==> src/hw/rtl/sqk_pkg.sv <==
// Package for the quartic spline kernel evaluator: widths, breakpoints,
// pipeline latencies, shared types and the output saturation function.
// No dependencies.
package sqk_pkg;

   // Fixed-point layout of the root and of the spline bases (Q.20).
   localparam int ROOT_W = 22;
   localparam int QSQ_W  = 24;
   localparam int DIV_W  = 63;

   localparam logic [ROOT_W-1:0] Q_HALF     = 22'h080000;
   localparam logic [ROOT_W-1:0] Q_ONE_HALF = 22'h180000;
   localparam logic [ROOT_W-1:0] Q_TWO_HALF = 22'h280000;

   // Breakpoints of the three spline terms, outermost first.
   localparam logic [ROOT_W-1:0] BREAKS [3] = '{Q_TWO_HALF, Q_ONE_HALF, Q_HALF};

   // Configuration register indexes.
   localparam int CSR_IDX_W = 1;
   localparam logic [CSR_IDX_W-1:0] CSR_VALUE_SCALE    = 1'b0;
   localparam logic [CSR_IDX_W-1:0] CSR_GRADIENT_SCALE = 1'b1;

   // Pipeline latencies in register levels.
   localparam int ROOT_LAT   = ROOT_W;
   localparam int SPLINE_LAT = 5;
   localparam int DIV_LAT    = DIV_W;
   localparam int GRAD_LAT   = 3;
   localparam int NUM_LEVEL  = ROOT_LAT + SPLINE_LAT + 1;
   localparam int DIV_OUT    = NUM_LEVEL + DIV_LAT;
   localparam int TOTAL_LAT  = DIV_OUT + GRAD_LAT;
   localparam int WEIGHT_DLY = TOTAL_LAT - (NUM_LEVEL + 1);
   localparam int DIST_DLY   = DIV_OUT;
   localparam int SIGN_DLY   = DIV_LAT;

   // Flags and root that travel beside the spline sums.
   typedef struct packed {
      logic              outside;
      logic              q_zero;
      logic [ROOT_W-1:0] q;
   } spline_side_type;

   typedef struct packed {
      logic [31:0] x;
      logic [31:0] y;
      logic [31:0] z;
   } dist_type;

   // Applies the sign to a truncated magnitude and saturates to 32 bits.
   function automatic logic [31:0] sat_result(input logic neg, input logic [70:0] m);
      logic [31:0] r;
      if (neg) begin
         if (m >= 71'h80000000) r = 32'h80000000;
         else r = 32'd0 - m[31:0];
      end else begin
         if (m > 71'h7FFFFFFF) r = 32'h7FFFFFFF;
         else r = m[31:0];
      end
      return r;
   endfunction

endpackage

==> src/hw/rtl/sqk_isqrt.sv <==
// Pipelined integer square root, one result bit per stage.
// Turns Q4.20 q_sq into the Q2.20 distance Q. Uses sqk_pkg.
module sqk_isqrt (
   input  logic                      clock,
   input  logic                      adv,
   input  logic [sqk_pkg::QSQ_W-1:0] q_sq,
   output logic [sqk_pkg::ROOT_W-1:0] root
);

   logic [22:0]                 rem_ff  [sqk_pkg::ROOT_W];
   logic [sqk_pkg::ROOT_W-1:0]  root_ff [sqk_pkg::ROOT_W];
   logic [sqk_pkg::QSQ_W-1:0]   qsq_ff  [sqk_pkg::ROOT_W];

   for (genvar k = 0; k < sqk_pkg::ROOT_W; k++) begin : g_stage
      logic [22:0]                rem_prev;
      logic [sqk_pkg::ROOT_W-1:0] root_prev;
      logic [sqk_pkg::QSQ_W-1:0]  qsq_prev;
      logic [43:0]                rad;
      logic [24:0]                cur;
      logic [24:0]                trial;

      if (k == 0) begin : g_first
         assign rem_prev  = '0;
         assign root_prev = '0;
         assign qsq_prev  = q_sq;
      end else begin : g_next
         assign rem_prev  = rem_ff[k-1];
         assign root_prev = root_ff[k-1];
         assign qsq_prev  = qsq_ff[k-1];
      end

      // Bring down the next pair of radicand bits and try the next root bit.
      assign rad   = {qsq_prev, 20'd0};
      assign cur   = {rem_prev, rad[43-2*k -: 2]};
      assign trial = {1'b0, root_prev, 2'b01};

      always_ff @(posedge clock) begin
         if (adv) begin
            qsq_ff[k] <= qsq_prev;
            if (cur >= trial) begin
               rem_ff[k]  <= 23'(cur - trial);
               root_ff[k] <= {root_prev[sqk_pkg::ROOT_W-2:0], 1'b1};
            end else begin
               rem_ff[k]  <= cur[22:0];
               root_ff[k] <= {root_prev[sqk_pkg::ROOT_W-2:0], 1'b0};
            end
         end
      end
   end

   assign root = root_ff[sqk_pkg::ROOT_W-1];

endmodule

==> config.mk <==
export PLATFORM = sky130hd
export DESIGN_NAME = sqk_isqrt
export DESIGN_NICKNAME = d
export VERILOG_FILES = /design/src/hw/rtl/sqk_pkg.sv /design/src/hw/rtl/sqk_isqrt.sv
export SDC_FILE = /design/constraint.sdc
export NUM_CORES = 1
export LEC_CHECK = 0
export BUFFER_PORTS_ARGS = -buffer_cell sky130_fd_sc_hd__buf_2
export CAP_MARGIN = 20
export CORE_UTILIZATION = 45
export CTS_CLUSTER_SIZE = 24
export DETAILED_ROUTE_END_ITERATION = 10
export HOLD_SLACK_MARGIN = 0.08
export SETUP_SLACK_MARGIN = 0.2
export SYNTH_ARGS = -nofsm -noshare
export SYNTH_HDL_FRONTEND = slang
export SYNTH_SLANG_ARGS = --single-unit
==> constraint.sdc <==
create_clock -name clock -period 4.4 [get_ports clock]
set_input_delay 1.32 -clock clock [delete_from_list [all_inputs] [get_ports clock]]
set_output_delay 1.32 -clock clock [all_outputs]
set_load 0.03 [all_outputs]
==> impl_metrics.ini <==
[clock_network]
clk_pin_slew_ps = 60
post_cts_buffers = 0
clock_latency_ps = 660
clockRootBuffer = clkbuf_16
ctsHoldBuffers = 0
clock_path_buffers = 3
cts.sinks = 829
ctsResizeCount = 0
cts_tree = done
cts_buffers = 92
htree_num_levels = 3

[timing]
slew_viol_final = 0
slew_headroom = 0.314
finClkSkew_ps = 21.4
finalSetupTns_ps = 0
period_needed_ps = 3530
worst_slew_pin_slew_ps = 1030
rsz0062_at_grt = false
hold_violations = 0
whs_ps = 415
period_share = 0.802
fmax_mhz = 283
setup_viol_count_final = 0

[power_and_ir_drop]
p_total_w = 0.0225
peakVddDrop_v = 0.000357
p_leak_nw = 18.5
power_density_mw_per_mm2 = 474

[logic_synthesis]
yosysWarningCount = 0
netlist.top_cell.by_area = edfxtp_1
yosys.area.top_type_share = 0.585
synth_cells = 3580
ys_types = 90
syn_nets = 3872
syn_area_per_cell_um2 = 11.9
synth-main-ff-cell = edfxtp_1
synth_edf_count = 828
ys_ff_latch = 829
syn_area_mm2 = 0.0425
synth_area_leaders = edfxtp_1 (58%), ha_1 (7.6%), xor2_1 (3.3%)
yosys-top-cells-count = edfxtp_1 (828), inv_1 (348), ha_1 (257)
synth.most_common_cell = edfxtp_1
ys_seq_area_frac = 0.585
async_flop_share = 0

[critical_path]
critPathMaxStageDelay_ps = 430
worst_path_most_repeated_cell = a21oi_1
setup.worst_path.class = reg2reg
arrival_ps = 3920
crit_path_top_delay_cell = fa_1
critPathMaxFanout = 23
critPathTopFamily = compound AO/OA/AOI/OAI gates
crit_path_end_kind = flip-flop
critPathBufInv = 2
critPathLaunchType = flip-flop
cp_cell_sequence = inv_1, ha_1, fa_1, a211oi_1, o21bai_1, o2bb2ai_1, o31ai_1, a21oi_1, a21oi_1, nand3_1, buf_4, mux2_2
required_ps = 4790

[layout]
stdcell_area_mm2 = 0.0476
antennaDiodeCount = 0
drive_above_1_share = 0.0800
areaGrowthSynthToFinish_pct = 11.9
final_nets = 3980
stdcell_count = 5015

[grt]
grtUsageTotal = 0.176
grt_pass1_vias = 25939
gr-total-overflow = 0
grt_first_pass_wirelength_um = 133000
grt_max_degree = 110
antenna_found_initial = 0

[floorplan]
die_width_um = 309
initial_core_util = 0.455
die_area_mm2 = 0.0958
ios = 48
fp.dieH_um = 309
core_mm2 = 0.0935
num_rows = 112

[hold_path]
hold_class = reg2reg

[detailed_routing]
firstDrtPassIters = 5
num_vias = 26194
wl_um = 82600
drt-wirelength-per-cell_um = 16.5
drc = 0
first_iter_violations = 1421
ant_nets = 0
vias_per_cell = 5.22

[flow_run]
drv_cap = 0

[placement]
portBuffers = 47
gp_congestion = 0.857
dp.cells = 4848
hpwl_um = 60600
place_area_mm2 = 0.0445

[status]
status = finished, final reports clean
## kinds of logic (layout without fill, tap and decap cells)
family          count (synthesis)  after routing  share of synthesized area
simple gates                  990            990                      0.118
flops                         829            829                      0.585
compound gates                703            703                      0.102
buf+inv                       428            609                     0.0379
xor+xnor                      318            318                     0.0655
fa+ha+maj                     266            266                     0.0798
mux                            46             46                     0.0118
## cells in the final DEF, fill, tap and decap left out, types with 15 or more instances in the layout
master     synthesis  routed
edfxtp_1         828     828
inv_1            348     348
ha_1             257     257
nand2_1          248     248
nor2_1           235     234
a21oi_1          212     212
o21ai_0          172     172
xor2_1           162     162
xnor2_1          156     156
clkbuf_16          0      92
nor3_1            76      76
nand3_1           67      67
a21o_1            65      65
nand2b_1          57      57
o21a_1            56      56
nor2b_1           52      52
nor4_1            50      50
buf_2              5      46
buf_4              0      38
o21ai_1           33      33
or3_1             33      33
mux2_2            27      27
and2_1            26      26
nand4_1           25      25
o21bai_1          23      23
clkinv_2           0      23
and3_1            22      22
a211oi_1          23      22
bufinv_16          0      17
o31ai_1           16      16
a31oi_1           16      15
clkbuf_1          69      15
## worst paths after layout
kind | start | end | cells past startpoint | slack, ps
worst max register to register | root_ff[2][1]$_DFFE_PP_ | rem_ff[2][27]$_DFFE_PP_ | 12 | 870
worst min-delay path | qsq_ff[0][151]$_DFFE_PP_ | qsq_ff[0][175]$_DFFE_PP_ | 0 | 410
worst min register to register | qsq_ff[0][151]$_DFFE_PP_ | qsq_ff[0][175]$_DFFE_PP_ | 0 | 410
worst max-delay path | root_ff[2][1]$_DFFE_PP_ | rem_ff[2][27]$_DFFE_PP_ | 12 | 870
## power by group
group / switching (W) / internal [W]
clock: 0.00312 / 0.00484
sequential: 0.000649 / 0.00994
combinational: 0.00224 / 0.00176
total: 0.00600 / 0.0165
## sequential cells by signal, indices dropped and copies added (netlist names)
name,count
qsq_ff,132
root_ff,248
rem_ff,449
## layer usage
metal	GRT usage	wire length, um	up-vias
li1	-	-	13201
met1	0.198	33600	12432
met2	0.326	43000	382
met3	0.0285	2440	179
met4	0.0755	3450	0
met5	0	0	-
## per-stage QoR
| stage | utilization | setup WS (ps) |
|---|---|---|
| floorplan | - | 843 |
| global placement | 0.476 | 649 |
| detailed placement | 0.476 | 617 |
| CTS | 0.509 | 826 |
| global route | 0.509 | 612 |
| finish | 0.509 | 869 |
## layout make-up
cell class	instances	area [um2]
Clock buffer	107	2360
Clock inverter	60	766
Fill cell	8203	45900
Inverter	352	1320
Multi-Input combinational cell	2323	16100
Sequential cell	829	24900
Tap cell	1254	1570
Timing Repair Buffer	90	631
## worst reg2reg max path, cell delays in order (launching register included)
cell and delay, ps:
edfxtp_1 380, inv_1 60, ha_1 220, fa_1 430, a211oi_1 240, o21bai_1 140
o2bb2ai_1 220, o31ai_1 340, a21oi_1 210, a21oi_1 310, nand3_1 160, buf_4 260
mux2_2 310
Power figures use the tool's default switching activity.
